**config.mk**
```make
export PLATFORM = sky130hd
export DESIGN_NAME = infix_expression_evaluator
export DESIGN_NICKNAME = d
export VERILOG_FILES = /design/src/hdl/iee_pkg.sv /design/src/hdl/iee_if.sv /design/src/hdl/iee_alu.sv /design/src/hdl/iee_ctrl.sv /design/src/hdl/infix_expression_evaluator.sv
export SDC_FILE = /design/constraint.sdc
export NUM_CORES = 2
export LEC_CHECK = 0
export BUFFER_PORTS_ARGS = -buffer_cell sky130_fd_sc_hd__buf_2
export CORE_MARGIN = 2
export CORE_UTILIZATION = 45
export DETAILED_ROUTE_END_ITERATION = 7
export GPL_TIMING_DRIVEN = 0
export PLACE_DENSITY_LB_ADDON = 0.3
export SYNTH_ARGS = -nofsm -noshare
export SYNTH_HDL_FRONTEND = slang
export SYNTH_SLANG_ARGS = --single-unit
```
**constraint.sdc**
```tcl
create_clock -name clk -period 40.4 [get_ports clk]
set_input_delay 2.02 -clock clk [delete_from_list [all_inputs] [get_ports clk]]
set_output_delay 2.02 -clock clk [all_outputs]
set_load 0.1 [all_outputs]
```
**src/hdl/iee_pkg.sv**
```systemverilog
package iee_pkg;

  localparam int OperatorDepthDefault = 32;
  localparam int OperandDepthDefault  = 32;

  localparam int ValueW = 64;
  localparam int NumW   = 63;
  localparam int OpW    = 3;

  // operator codes
  localparam logic [OpW-1:0] OP_LPAREN = 3'd0;
  localparam logic [OpW-1:0] OP_ADD    = 3'd1;
  localparam logic [OpW-1:0] OP_SUB    = 3'd2;
  localparam logic [OpW-1:0] OP_MUL    = 3'd3;
  localparam logic [OpW-1:0] OP_DIV    = 3'd4;

  localparam logic [NumW-1:0] NUM_MAX = {NumW{1'b1}};

  // request to the arithmetic unit
  typedef struct packed {
    logic            start;
    logic [OpW-1:0]  op;
    logic [ValueW-1:0] a;
    logic [ValueW-1:0] b;
  } alu_req_t;

  typedef struct packed {
    logic              done;
    logic [ValueW-1:0] res;
  } alu_rsp_t;

  function automatic logic [1:0] prio(input logic [OpW-1:0] op);
    logic [1:0] p;
    p = 2'd0;
    if (op == OP_ADD || op == OP_SUB) p = 2'd1;
    if (op == OP_MUL || op == OP_DIV) p = 2'd2;
    return p;
  endfunction

endpackage

```
**src/hdl/iee_if.sv**
```systemverilog
interface iee_in_if;
  logic       valid;
  logic       ready;
  logic       command;
  logic [7:0] char_byte;
  modport source (output valid, command, char_byte, input ready);
  modport sink   (input valid, command, char_byte, output ready);
endinterface

interface iee_out_if;
  logic        valid;
  logic        ready;
  logic [63:0] value;
  logic        error;
  modport source (output valid, value, error, input ready);
  modport sink   (input valid, value, error, output ready);
endinterface

```
**src/hdl/iee_alu.sv**
```systemverilog
module iee_alu
  import iee_pkg::*;
(
  input  logic     clk,
  input  logic     rst_n,
  input  alu_req_t req,
  output alu_rsp_t rsp
);

  localparam int CntW = $clog2(ValueW + 1);

  logic              busy_r, busy_nxt;
  logic [CntW-1:0]   cnt_r, cnt_nxt;
  logic [OpW-1:0]    op_r, op_nxt;
  logic [ValueW-1:0] acc_r, acc_nxt;   // product or remainder
  logic [ValueW-1:0] sh_r, sh_nxt;     // multiplicand or dividend/quotient
  logic [ValueW-1:0] b_r, b_nxt;
  logic              neg_r, neg_nxt;
  logic              done_r, done_nxt;
  logic [ValueW-1:0] res_r, res_nxt;
  logic [ValueW:0]   rem_sh;
  logic [ValueW:0]   rem_sub;

  assign rsp.done = done_r;
  assign rsp.res  = res_r;

  assign rem_sh  = {acc_r, sh_r[ValueW-1]};
  assign rem_sub = rem_sh - {1'b0, b_r};

  // one bit per cycle for multiply and divide; add and subtract need no iteration
  always_comb begin
    busy_nxt = busy_r;
    cnt_nxt  = cnt_r;
    op_nxt   = op_r;
    acc_nxt  = acc_r;
    sh_nxt   = sh_r;
    b_nxt    = b_r;
    neg_nxt  = neg_r;
    done_nxt = 1'b0;
    res_nxt  = res_r;
    if (req.start) begin
      op_nxt  = req.op;
      cnt_nxt = CntW'(ValueW);
      acc_nxt = '0;
      neg_nxt = req.a[ValueW-1] ^ req.b[ValueW-1];
      if (req.op == OP_ADD) begin
        res_nxt  = req.a + req.b;
        done_nxt = 1'b1;
      end else if (req.op == OP_SUB) begin
        res_nxt  = req.a - req.b;
        done_nxt = 1'b1;
      end else if (req.op == OP_MUL) begin
        sh_nxt   = req.a;
        b_nxt    = req.b;
        busy_nxt = 1'b1;
      end else begin
        sh_nxt   = req.a[ValueW-1] ? -req.a : req.a;
        b_nxt    = req.b[ValueW-1] ? -req.b : req.b;
        busy_nxt = 1'b1;
      end
    end else if (busy_r) begin
      cnt_nxt = cnt_r - 1'b1;
      if (op_r == OP_MUL) begin
        if (b_r[0]) acc_nxt = acc_r + sh_r;
        sh_nxt = sh_r << 1;
        b_nxt  = b_r >> 1;
        if (cnt_r == CntW'(1)) begin
          busy_nxt = 1'b0;
          done_nxt = 1'b1;
          res_nxt  = b_r[0] ? acc_r + sh_r : acc_r;
        end
      end else begin
        if (!rem_sub[ValueW]) begin
          acc_nxt = rem_sub[ValueW-1:0];
          sh_nxt  = {sh_r[ValueW-2:0], 1'b1};
        end else begin
          acc_nxt = rem_sh[ValueW-1:0];
          sh_nxt  = {sh_r[ValueW-2:0], 1'b0};
        end
        if (cnt_r == CntW'(1)) begin
          busy_nxt = 1'b0;
          done_nxt = 1'b1;
          res_nxt  = neg_r ? -sh_nxt : sh_nxt;
        end
      end
    end
  end

  always_ff @(posedge clk) begin
    if (!rst_n) begin
      busy_r <= 1'b0;
      done_r <= 1'b0;
    end else begin
      busy_r <= busy_nxt;
      done_r <= done_nxt;
    end
    cnt_r <= cnt_nxt;
    op_r  <= op_nxt;
    acc_r <= acc_nxt;
    sh_r  <= sh_nxt;
    b_r   <= b_nxt;
    neg_r <= neg_nxt;
    res_r <= res_nxt;
  end

endmodule

```
**src/hdl/iee_ctrl.sv**
```systemverilog
module iee_ctrl
  import iee_pkg::*;
#(
  parameter int OPERATOR_DEPTH = OperatorDepthDefault,
  parameter int OPERAND_DEPTH  = OperandDepthDefault
) (
  input  logic     clk,
  input  logic     rst_n,
  iee_in_if.sink   in_ch,
  iee_out_if.source out_ch,
  output alu_req_t req,
  input  alu_rsp_t rsp
);

  localparam int OrAw = $clog2(OPERATOR_DEPTH);
  localparam int OdAw = $clog2(OPERAND_DEPTH);
  localparam int OrCw = $clog2(OPERATOR_DEPTH + 1);
  localparam int OdCw = $clog2(OPERAND_DEPTH + 1);

  // sequencer states
  localparam logic [3:0] S_IDLE   = 4'd0;
  localparam logic [3:0] S_DIGIT  = 4'd1;
  localparam logic [3:0] S_DISP   = 4'd2;
  localparam logic [3:0] S_RDOP   = 4'd3;
  localparam logic [3:0] S_RDA    = 4'd4;
  localparam logic [3:0] S_RDB    = 4'd5;
  localparam logic [3:0] S_ALU    = 4'd6;
  localparam logic [3:0] S_WAIT   = 4'd7;
  localparam logic [3:0] S_DONE   = 4'd8;
  localparam logic [3:0] S_RES    = 4'd9;
  localparam logic [3:0] S_OUT    = 4'd10;
  localparam logic [3:0] S_FLUSH  = 4'd11;

  logic [OpW-1:0]    opr_mem [OPERATOR_DEPTH];
  logic [ValueW-1:0] opd_mem [OPERAND_DEPTH];

  logic [3:0]        st_r, st_nxt;
  logic [OrCw-1:0]   orc_r, orc_nxt;
  logic [OdCw-1:0]   odc_r, odc_nxt;
  logic [NumW-1:0]   num_r, num_nxt;
  logic              innum_r, innum_nxt;
  logic              err_r, err_nxt;
  logic              cmd_r, cmd_nxt;
  logic [7:0]        ch_r, ch_nxt;
  logic [OpW-1:0]    top_r;
  logic [ValueW-1:0] rd_r;
  logic [ValueW-1:0] a_r, a_nxt, b_r, b_nxt;
  logic [OpW-1:0]    aop_r, aop_nxt;
  logic              ovl_r, ovl_nxt;
  logic [ValueW-1:0] oval_r, oval_nxt;
  logic              oerr_r, oerr_nxt;

  logic              opr_we, opd_we;
  logic [OrAw-1:0]   opr_wa, opr_ra;
  logic [OdAw-1:0]   opd_wa, opd_ra;
  logic [OpW-1:0]    opr_wd;
  logic [ValueW-1:0] opd_wd;
  logic [OpW-1:0]    cur_op;
  logic              is_op;
  logic [3:0]        dgt;
  logic [NumW+3:0]   num_x10;

  assign in_ch.ready  = (st_r == S_IDLE);
  assign out_ch.valid = ovl_r;
  assign out_ch.value = oval_r;
  assign out_ch.error = oerr_r;

  assign dgt     = ch_r[3:0];
  assign num_x10 = {4'd0, num_r} * (NumW+4)'(10) + (NumW+4)'(dgt);

  // map a character to its operator code
  always_comb begin
    is_op  = 1'b1;
    cur_op = OP_ADD;
    case (ch_r)
      8'h2B:   cur_op = OP_ADD;
      8'h2D:   cur_op = OP_SUB;
      8'h2A:   cur_op = OP_MUL;
      8'h2F:   cur_op = OP_DIV;
      default: is_op = 1'b0;
    endcase
  end

  // sequencer
  always_comb begin
    st_nxt    = st_r;
    orc_nxt   = orc_r;
    odc_nxt   = odc_r;
    num_nxt   = num_r;
    innum_nxt = innum_r;
    err_nxt   = err_r;
    cmd_nxt   = cmd_r;
    ch_nxt    = ch_r;
    a_nxt     = a_r;
    b_nxt     = b_r;
    aop_nxt   = aop_r;
    ovl_nxt   = ovl_r;
    oval_nxt  = oval_r;
    oerr_nxt  = oerr_r;
    opr_we    = 1'b0;
    opr_wa    = orc_r[OrAw-1:0];
    opr_wd    = OP_LPAREN;
    opd_we    = 1'b0;
    opd_wa    = odc_r[OdAw-1:0];
    opd_wd    = {1'b0, num_r};
    opr_ra    = OrAw'(orc_r - 1'b1);
    opd_ra    = OdAw'(odc_r - 1'b1);
    req       = '0;
    req.op    = aop_r;
    req.a     = a_r;
    req.b     = b_r;
    if (ovl_r && out_ch.ready) ovl_nxt = 1'b0;
    case (st_r)
      S_IDLE: begin
        if (in_ch.valid) begin
          cmd_nxt = in_ch.command;
          ch_nxt  = in_ch.char_byte;
          if (in_ch.command) st_nxt = S_FLUSH;
          else if (err_r) st_nxt = S_IDLE;
          else if (in_ch.char_byte >= 8'h30 && in_ch.char_byte <= 8'h39) st_nxt = S_DIGIT;
          else st_nxt = S_FLUSH;
        end
      end
      S_DIGIT: begin
        if (!innum_r) num_nxt = NumW'(dgt);
        else if (num_x10[NumW+3:NumW] != '0) num_nxt = NUM_MAX;
        else num_nxt = num_x10[NumW-1:0];
        innum_nxt = 1'b1;
        st_nxt    = S_IDLE;
      end
      S_FLUSH: begin
        // push a pending literal; with an error pending, go straight to the result
        if (err_r) begin
          st_nxt = S_RES;
        end else if (innum_r) begin
          innum_nxt = 1'b0;
          if (odc_r >= OdCw'(OPERAND_DEPTH)) begin
            err_nxt = 1'b1;
            st_nxt  = cmd_r ? S_RES : S_IDLE;
          end else begin
            opd_we  = 1'b1;
            odc_nxt = odc_r + 1'b1;
            st_nxt  = S_DISP;
          end
        end else begin
          st_nxt = S_DISP;
        end
      end
      S_DISP: begin
        if (cmd_r) begin
          st_nxt = (orc_r == '0) ? S_RES : S_RDOP;
        end else if (ch_r == 8'h20 || (ch_r >= 8'h09 && ch_r <= 8'h0D)) begin
          st_nxt = S_IDLE;
        end else if (ch_r == 8'h28) begin
          if (orc_r >= OrCw'(OPERATOR_DEPTH)) err_nxt = 1'b1;
          else begin
            opr_we  = 1'b1;
            opr_wd  = OP_LPAREN;
            orc_nxt = orc_r + 1'b1;
          end
          st_nxt = S_IDLE;
        end else if (ch_r == 8'h29 || is_op) begin
          if (orc_r == '0) begin
            if (ch_r == 8'h29) err_nxt = 1'b1;
            else begin
              opr_we  = 1'b1;
              opr_wd  = cur_op;
              orc_nxt = orc_r + 1'b1;
            end
            st_nxt = S_IDLE;
          end else begin
            st_nxt = S_RDOP;
          end
        end else begin
          err_nxt = 1'b1;
          st_nxt  = S_IDLE;
        end
      end
      S_RDOP: begin
        // top operator is in top_r
        aop_nxt = top_r;
        if (cmd_r) begin
          if (top_r == OP_LPAREN) begin
            err_nxt = 1'b1;
            st_nxt  = S_RES;
          end else begin
            st_nxt = S_RDA;
          end
        end else if (ch_r == 8'h29) begin
          if (top_r == OP_LPAREN) begin
            orc_nxt = orc_r - 1'b1;
            st_nxt  = S_IDLE;
          end else begin
            st_nxt = S_RDA;
          end
        end else if (prio(cur_op) <= prio(top_r)) begin
          st_nxt = S_RDA;
        end else begin
          opr_we  = 1'b1;
          opr_wd  = cur_op;
          if (orc_r >= OrCw'(OPERATOR_DEPTH)) err_nxt = 1'b1;
          else orc_nxt = orc_r + 1'b1;
          st_nxt = S_IDLE;
        end
        if (st_nxt == S_RDA) begin
          orc_nxt = orc_r - 1'b1;
          if (odc_r < OdCw'(2)) begin
            err_nxt = 1'b1;
            st_nxt  = cmd_r ? S_RES : S_IDLE;
          end
        end
      end
      S_RDA: begin
        // rd_r holds operand b, fetch a
        b_nxt  = rd_r;
        opd_ra = OdAw'(odc_r - 2'd2);
        st_nxt = S_RDB;
      end
      S_RDB: begin
        // keep operand a on the read port
        opd_ra = OdAw'(odc_r - 2'd2);
        st_nxt = S_ALU;
      end
      S_ALU: begin
        a_nxt = rd_r;
        if (aop_r == OP_DIV && b_r == '0) begin
          err_nxt = 1'b1;
          st_nxt  = cmd_r ? S_RES : S_IDLE;
        end else begin
          req.start = 1'b1;
          req.a     = rd_r;
          st_nxt    = S_WAIT;
        end
      end
      S_WAIT: begin
        if (rsp.done) begin
          opd_we  = 1'b1;
          opd_wa  = OdAw'(odc_r - 2'd2);
          opd_wd  = rsp.res;
          odc_nxt = odc_r - 1'b1;
          st_nxt  = S_DONE;
        end
      end
      S_DONE: begin
        if (cmd_r) st_nxt = (orc_r == '0) ? S_RES : S_RDOP;
        else if (ch_r == 8'h29) begin
          if (orc_r == '0) begin
            err_nxt = 1'b1;
            st_nxt  = S_IDLE;
          end else st_nxt = S_RDOP;
        end else if (orc_r == '0) begin
          opr_we  = 1'b1;
          opr_wd  = cur_op;
          orc_nxt = orc_r + 1'b1;
          st_nxt  = S_IDLE;
        end else st_nxt = S_RDOP;
      end
      S_RES: begin
        // read the bottom operand
        opd_ra = '0;
        st_nxt = S_OUT;
      end
      S_OUT: begin
        if (!ovl_r || out_ch.ready) begin
          ovl_nxt   = 1'b1;
          if (err_r || odc_r != OdCw'(1)) begin
            oval_nxt = '0;
            oerr_nxt = 1'b1;
          end else begin
            oval_nxt = rd_r;
            oerr_nxt = 1'b0;
          end
          orc_nxt   = '0;
          odc_nxt   = '0;
          innum_nxt = 1'b0;
          err_nxt   = 1'b0;
          num_nxt   = '0;
          st_nxt    = S_IDLE;
        end
      end
      default: st_nxt = S_IDLE;
    endcase
    if (st_r == S_RES) opd_ra = '0;
  end

  // stack memories with registered reads
  always_ff @(posedge clk) begin
    if (opr_we) opr_mem[opr_wa] <= opr_wd;
    if (opd_we) opd_mem[opd_wa] <= opd_wd;
    top_r <= opr_mem[opr_ra];
    rd_r  <= opd_mem[opd_ra];
  end

  always_ff @(posedge clk) begin
    if (!rst_n) begin
      st_r    <= S_IDLE;
      orc_r   <= '0;
      odc_r   <= '0;
      innum_r <= 1'b0;
      err_r   <= 1'b0;
      ovl_r   <= 1'b0;
    end else begin
      st_r    <= st_nxt;
      orc_r   <= orc_nxt;
      odc_r   <= odc_nxt;
      innum_r <= innum_nxt;
      err_r   <= err_nxt;
      ovl_r   <= ovl_nxt;
    end
    num_r  <= num_nxt;
    cmd_r  <= cmd_nxt;
    ch_r   <= ch_nxt;
    a_r    <= a_nxt;
    b_r    <= b_nxt;
    aop_r  <= aop_nxt;
    oval_r <= oval_nxt;
    oerr_r <= oerr_nxt;
  end

endmodule

```
**src/hdl/infix_expression_evaluator.sv**
```systemverilog
// Infix expression evaluator (two-stack shunting-yard).
// Input channel in_*: one word per expression byte (in_command = 0, in_char_byte)
// or an end word (in_command = 1). Result channel out_*: one word per end word,
// carrying out_value (0 on error) and out_error.
// in_ready is high only while the sequencer is idle; a byte is processed in
// full, including every operator it applies, before the next byte is taken.
// * and / run on the bit-serial multiply/divide unit (one bit per cycle), + and
// - without iteration. Unless an error intervenes, an end word applies every pending
// operator before the result is written.
// The result sits in an output register; while out_ready is low the result
// holds and a following end word waits in the last step until it drains.
// Synchronous reset (rst_n low) empties both stacks, clears any pending
// literal and error, and drops out_valid. Stack contents are not cleared.
module infix_expression_evaluator
  import iee_pkg::*;
#(
  parameter int OPERATOR_DEPTH = OperatorDepthDefault,
  parameter int OPERAND_DEPTH  = OperandDepthDefault
) (
  input  logic        clk,
  input  logic        rst_n,
  input  logic        in_valid,
  output logic        in_ready,
  input  logic        in_command,
  input  logic [7:0]  in_char_byte,
  output logic        out_valid,
  input  logic        out_ready,
  output logic [63:0] out_value,
  output logic        out_error
);

  iee_in_if  in_ch ();
  iee_out_if out_ch ();
  alu_req_t  req;
  alu_rsp_t  rsp;

  assign in_ch.valid     = in_valid;
  assign in_ch.command   = in_command;
  assign in_ch.char_byte = in_char_byte;
  assign in_ready        = in_ch.ready;
  assign out_valid       = out_ch.valid;
  assign out_ch.ready    = out_ready;
  assign out_value       = out_ch.value;
  assign out_error       = out_ch.error;

  iee_ctrl #(
    .OPERATOR_DEPTH (OPERATOR_DEPTH),
    .OPERAND_DEPTH  (OPERAND_DEPTH)
  ) u_ctrl (
    .clk    (clk),
    .rst_n  (rst_n),
    .in_ch  (in_ch.sink),
    .out_ch (out_ch.source),
    .req    (req),
    .rsp    (rsp)
  );

  iee_alu u_alu (
    .clk   (clk),
    .rst_n (rst_n),
    .req   (req),
    .rsp   (rsp)
  );

endmodule
```
-- Word level (Yosys, flattened, before mapping)
Memories as Yosys holds them, arrays and structs flattened. A register that Yosys moved wholly into a read port is not among the register bits.
Index checks and enable logic that the tools add are counted.
- flip-flop bits (word level): 556
- memory bits (writable): 2144
- input bits: 13
- output and inout port bits: 67
- memories kept: 2
- add/sub/neg operators: 14
- multiply operators: 1
- magnitude comparators: 8
- equality and inequality tests: 58
- mux-type cells: 178
- bitwise operators: 1
- reductions and logical operators: 40
- memory list (name ; depth ; bits a word ; rd ports ; clocked after Yosys merged registers in ; wr ports ; RTL line ; text):
    u_ctrl.opd_mem ; 32 ; 64 ; 1 ; 1 ; 1 ; iee_ctrl.sv:35 ; logic [ValueW-1:0] opd_mem [OPERAND_DEPTH];
    u_ctrl.opr_mem ; 32 ; 3 ; 1 ; 1 ; 1 ; iee_ctrl.sv:34 ; logic [OpW-1:0] opr_mem [OPERATOR_DEPTH];
- operators with widths (cell ; count):
    64-bit 2-to-1 mux ; 32
    64-bit negator ; 3
    63-bit 2-to-1 mux ; 3
    64-bit adder ; 2
    63-bit case mux with 2 select lines ; 1
    6-bit 2-to-1 mux ; 20
    4-bit 2-to-1 mux ; 23
    67-bit by 4-bit adder with 67-bit output ; 1
    63-bit by 3-bit multiplier with 66-bit output, second input constant ; 1
    65-bit by 64-bit subtractor with 65-bit output ; 1
    64-bit zero test ; 1
    64-bit subtractor ; 1
    1-bit 2-to-1 mux ; 63
    8-bit by 6-bit == test with 1-bit output, second input constant ; 7
    4-bit case mux with 11 select lines ; 1
    3-bit 2-to-1 mux ; 14
    6-bit case mux with 4 select lines ; 1
    3-bit by 2-bit == test with 1-bit output, second input constant ; 7
    4-bit by 3-bit == test with 1-bit output, second input constant ; 5
    5-bit 2-to-1 mux ; 4
    2-bit 2-to-1 mux ; 9
    2-bit inequality test, second input constant ; 9
    3-bit case mux with 3 select lines ; 2
    6-bit case mux with 3 select lines ; 1
    47 further kinds ; 88

-- Logic depth before layout (Yosys ltp)
- depth after elaboration: 17
- mapped depth: 33
- gate-level depth less buffers: 27

-- Cells and area by module
From an unflattened synthesis, not the netlist that was laid out.
- cells, all modules: 12116
- area, all modules: 134445.2 um^2
- modules (own cells, without submodules) (module ; instances ; cells an instance ; area an instance (um^2) ; seq. area each (um^2)):
    iee_ctrl ; 1 ; 8364 ; 105712.6 ; 74151.1
    iee_alu ; 1 ; 3752 ; 28732.6 ; 7347.0

-- Worst setup path before layout
OpenSTA, ideal clock, no wires.
- path kind: register -> register
- from: register u_ctrl.st_r[1]
- to: register u_alu.b_r[0] (enable)
- library setup time: 0.565 ns
- data arrival time: 12.109 ns
- data required time: 39.835 ns
- slack: 27.726 ns
- stages on the path, launching flop included: 13
- period minus slack after synthesis: 12.674 ns
- cell sequence: dfxtp_1 clkbuf_1 nand2_1 nor3_1 o21ai_1 inv_1 clkbuf_1 clkbuf_1 clkbuf_1 clkbuf_1 nor2_1 clkbuf_1 nor3_1
- word-level cells in the longest chain between the ends: 4
- elaborated cells between the ends (all ways): 7
- classes of those cells: eq/ne (3); mux (1); reduce/logical (3)
- ends and longest elaborated chain (element ; RTL line ; text):
    start, declared ; iee_ctrl.sv:37 ; logic [3:0] st_r, st_nxt;
    start signal, assigned ; iee_ctrl.sv:303 ; st_r <= st_nxt;
    4-bit by 3-bit == test with 1-bit output * ; iee_ctrl.sv:113 ; case (st_r)
    1-bit 2-to-1 mux * ; iee_ctrl.sv:113 ;
    2-bit inequality test (no line) or 2-bit nonzero test (tied branches) ; -- ;
    4-bit AND reduction (no line) * ; -- ;
    end signal, assigned ; iee_alu.sv:101 ; b_r <= b_nxt;
    end, declared ; iee_alu.sv:17 ; logic [ValueW-1:0] b_r, b_nxt;
Mark *: on every way between the ends. The rest lies on a longest branch, timed or not.
A chain may end at the register's enable or synchronous reset.

-- Worst setup path after layout
- from: register u_ctrl.b_r[0]
- to: register u_alu.res_r[62] (data pin)
- word-level cells in the longest chain between the ends: 8
- elaborated cells between the ends (all ways): 11
- classes of those cells: add/sub (2); mux (7); reduce/logical (2)
- ends and longest elaborated chain (element ; RTL line ; text):
    start, declared ; iee_ctrl.sv:47 ; logic [ValueW-1:0] a_r, a_nxt, b_r, b_nxt;
    start signal, assigned ; iee_ctrl.sv:314 ; b_r <= b_nxt;
    64-bit zero test ; iee_ctrl.sv:226 ; if (aop_r == OP_DIV && b_r == '0) begin
    1-bit logical AND ; iee_ctrl.sv:226 ;
    64-bit 2-to-1 mux ; iee_ctrl.sv:226 ;
    64-bit 2-to-1 mux ; iee_ctrl.sv:113 ;
    64-bit subtractor ; iee_alu.sv:50 ; res_nxt = req.a - req.b;
    64-bit 2-to-1 mux ; iee_alu.sv:49 ; end else if (req.op == OP_SUB) begin
    64-bit 2-to-1 mux ; iee_alu.sv:46 ; if (req.op == OP_ADD) begin
    64-bit 2-to-1 mux * ; iee_alu.sv:41 ; if (req.start) begin
    via u_alu.res_nxt[62] ; iee_alu.sv:20 ; logic [ValueW-1:0] res_r, res_nxt;
    end signal, assigned ; iee_alu.sv:103 ; res_r <= res_nxt;
    end, declared ; iee_alu.sv:20 ;
The timed path passes the listed nets; every way through them passes the cells marked *. The select of a mux whose other input is x is not followed.

==> impl_metrics.env <==
export IMPL_status="finished, violations left"
export IMPL_violations="max-capacitance violations, max-slew violations"
export IMPL_synth_warnings=0
export IMPL_clock_latency_ps=940
export IMPL_avgSynthCellArea_um2=11.1
export IMPL_synthSimpleGateAreaFrac=0.166
export IMPL_tightest_slew_ps=1630
export IMPL_clkSinkCount=2767
export IMPL_post_synth_mux_area_share=0.00932
export IMPL_track_usage=0.312
export IMPL_finalNonFillerCells=16800
export IMPL_htreeDepth=5
export IMPL_cpMaxStageDelayCell="clkbuf_1"
export IMPL_synth_edf_count=2608
export IMPL_p_per_area_nw_per_um2=56.8
export IMPL_syn_nets=12500
export IMPL_die_area_um2=302000
export IMPL_numCtsBuffers=300
export IMPL_met1_length_um=184000
export IMPL_die_y_um=550
export IMPL_clkTransAtPathRegs_ps=70
export IMPL_clockBufferDepth=4
export IMPL_async_flop_share=0
export IMPL_relSlewSlack=-0.104
export IMPL_cts_resized=0
export IMPL_final_core_util=0.510
export IMPL_fin_tns_setup_ps=0
export IMPL_core_um2=297000
export IMPL_p_leak_nw=54.1
export IMPL_port_buffers=78
export IMPL_synthXorXnorAreaFrac=0.0345
export IMPL_pin_count=80
export IMPL_min_period_ps=13050
export IMPL_wl_met3_um=51200
export IMPL_globalplace_congestion=1.02
export IMPL_worst_ep_required_time_ps=41050
export IMPL_dr_pass1_iters=8
export IMPL_dieWidth_um=550
export IMPL_power_mw=8.58
export IMPL_seq_area_frac_synth=0.609
export IMPL_critPathMaxStageDelay_ps=890
export IMPL_cp_max_fo=10
export IMPL_route_vias_total=103000
export IMPL_cts_root_buffer_cell="clkbuf_16"
export IMPL_hold_violations=0
export IMPL_vias_per_cell=6.14
export IMPL_synth_top_family_by_area="simple AND/OR/NAND/NOR gates"
export IMPL_rsz0062_at_grt="false"
export IMPL_post_cts_buffers=0
export IMPL_dr_first_iter_drc_count=14600
export IMPL_critPathBufInv=9
export IMPL_endpoint_kind="flip-flop"
export IMPL_drv_cap=6
export IMPL_grt_overflow_total=0
export IMPL_worstSetupStartpointType="flip-flop"
export IMPL_fmax_mhz=76.6
export IMPL_grt_first_pass_wirelength_um=681000
export IMPL_cts_tree="done"
export IMPL_synthAdderAreaFrac=0.0320
export IMPL_synth_distinct_cells=107
export IMPL_timing_critical_path_mode_cell="clkbuf_1"
export IMPL_grt_start_max_net_pins=43
export IMPL_top_layer="met5"
export IMPL_skew_ps=78.2
export IMPL_synth_compound_area_frac=0.123
export IMPL_drive_gt1_frac=0.0690
export IMPL_grt_pass1_vias=96700
export IMPL_wl_per_cell_um=28.9
export IMPL_drc=0
export IMPL_cts_hold_buffers=0
export IMPL_postRouteAntennaNets=0
export IMPL_fin_crit_sh=0.323
export IMPL_netlist_area_um2=134000
export IMPL_initial_core_util=0.452
export IMPL_placed_cells=16200
export IMPL_setup_viol=0
export IMPL_routed_wl_um=486000
export IMPL_drv_slew=81
export IMPL_syn_to_final_growth_pct=12.9
export IMPL_syn_inst=12100
export IMPL_final_common_cell="nand2_1"
export IMPL_ir_worst_vdd_uv=40.0
export IMPL_crit_type="reg2reg"
export IMPL_layout_common_cells="nand2_1 (2970), edfxtp_1 (2608), clkbuf_1 (725)"
export IMPL_ys_seq_elements=2767
export IMPL_met2WireLength_um=217000
export IMPL_cp_top_family="buffers and inverters"
export IMPL_synth_ff_type="edfxtp_1"
export IMPL_dp_hpwl_um=362000
export IMPL_antenna_found_initial=41
export IMPL_nets=13000
export IMPL_crit_arrival_ps=13700
export IMPL_reg2reg_slack_ps=27350
export IMPL_std_cell_rows=200
export IMPL_hold_path_class="reg2reg"
## power breakdown
part	total [mW]	leakage [nW]	internal, mW	switching (mW)
Sequential	3.54	24.7	3.38	0.157
Combinational	2.35	24.8	0.655	1.70
Clock	2.69	4.60	1.51	1.18
## stage by stage
step | setup slack, ps | hold WS [ps] | instance area (um^2)
2_1_floorplan | 27730 | 451 | 134000
3_5_place_dp | 27950 | 470 | 141000
5_1_grt | 27280 | 527 | 151000
4_1_cts | 27900 | 488 | 151000
6_report | 27350 | 492 | 151000
3_3_place_gp | 18460 | 465 | 139000
## cell usage after synthesis (38+ instances only)
cell         n  area share
edfxtp_1  2608        0.58
o31ai_1     70      0.0039
a21oi_1    480       0.018
a211oi_1   138      0.0077
a21oi_2     61      0.0040
buf_1       55      0.0015
ha_1       335       0.031
xnor2_1    286       0.019
a311oi_1   396       0.026
nor3_1     108      0.0040
o211ai_1    47      0.0026
nor2_1     480       0.013
o21ai_0    433       0.016
xor2_1     236       0.015
clkbuf_1   679       0.019
and3_1     292       0.014
nand4_1     76      0.0036
a31oi_1    185      0.0086
nand2_1   2993       0.084
mux2i_1     38      0.0028
nor2b_1     68      0.0032
nand2b_1    57      0.0027
and2_1      95      0.0044
dfxtp_1    159       0.024
o21bai_1    46      0.0026
or3_1       49      0.0023
nor4_1      51      0.0024
inv_1      181      0.0051
a21o_1     237       0.013
o21a_1      60      0.0034
nand3_1    630       0.024
## routing by layer
metal	track usage	vias to the layer above
met5	0	-
met2	0.488	6047
li1	-	45600
met4	0.189	2
met3	0.0599	1218
met1	0.404	50300
## final cells by class
class / instances / area (um^2)
antenna: 29 / 72.6
buffer: 757 / 3000
fill: 26300 / 145000
clock inverter: 139 / 1320
timing repair buffer: 189 / 2430
tap: 3939 / 4930
inverter: 183 / 687
sequential: 2767 / 81500
multi-input combinational: 8403 / 49200
clock buffer: 397 / 8130
## registers in the layout, indices dropped and copies added, names as in the netlist, 3 cells and up
signal	flops
u_ctrl.out_ch.value	64
u_alu.cnt_r	7
u_ctrl.b_r	64
u_alu.res_r	64
u_ctrl.odc_r	6
u_ctrl.orc_r	6
u_ctrl.num_r	63
u_ctrl.ch_r	8
u_alu.acc_r	64
u_ctrl.rd_r	64
u_alu.b_r	64
u_ctrl.opd_mem	2048
u_ctrl.top_r	3
u_ctrl.a_r	64
u_alu.sh_r	64
u_ctrl.aop_r	3
u_alu.op_r	3
u_ctrl.st_r	4
u_ctrl.opr_mem	96
## worst reg2reg max path: cells and delay by family, from the launching register on
family                   cells  cell delay (ps)
AO/OA/AOI/OAI               12             4710
adder cells (fa/ha/maj)      2              520
buffers and inverters        9             5120
flip-flops                   1              450
AND/OR/NAND/NOR              8             1990
## kinds of logic (layout without fill, tap and decap cells)
logic type	count (synthesis)	in the layout
mux	85	85
buf+inv	940	1665
other cells	0	29
compound gates	2411	2411
fa+ha+maj	340	340
flops	2767	2767
simple gates	5042	5042
xor+xnor	525	525
## worst paths after layout
check,startpoint,to,depth (start not counted)
min reg2reg,u_alu.cnt_r[0]$_SDFFE_PP0P_,u_alu.cnt_r[0]$_SDFFE_PP0P_,2
min,u_alu.cnt_r[0]$_SDFFE_PP0P_,u_alu.cnt_r[0]$_SDFFE_PP0P_,2
max reg2reg,u_ctrl.b_r[0]$_DFFE_PP_,u_alu.res_r[62]$_DFFE_PP_,31
max,u_ctrl.b_r[0]$_DFFE_PP_,u_alu.res_r[62]$_DFFE_PP_,31
No activity file was read; power rests on OpenSTA's default activity.
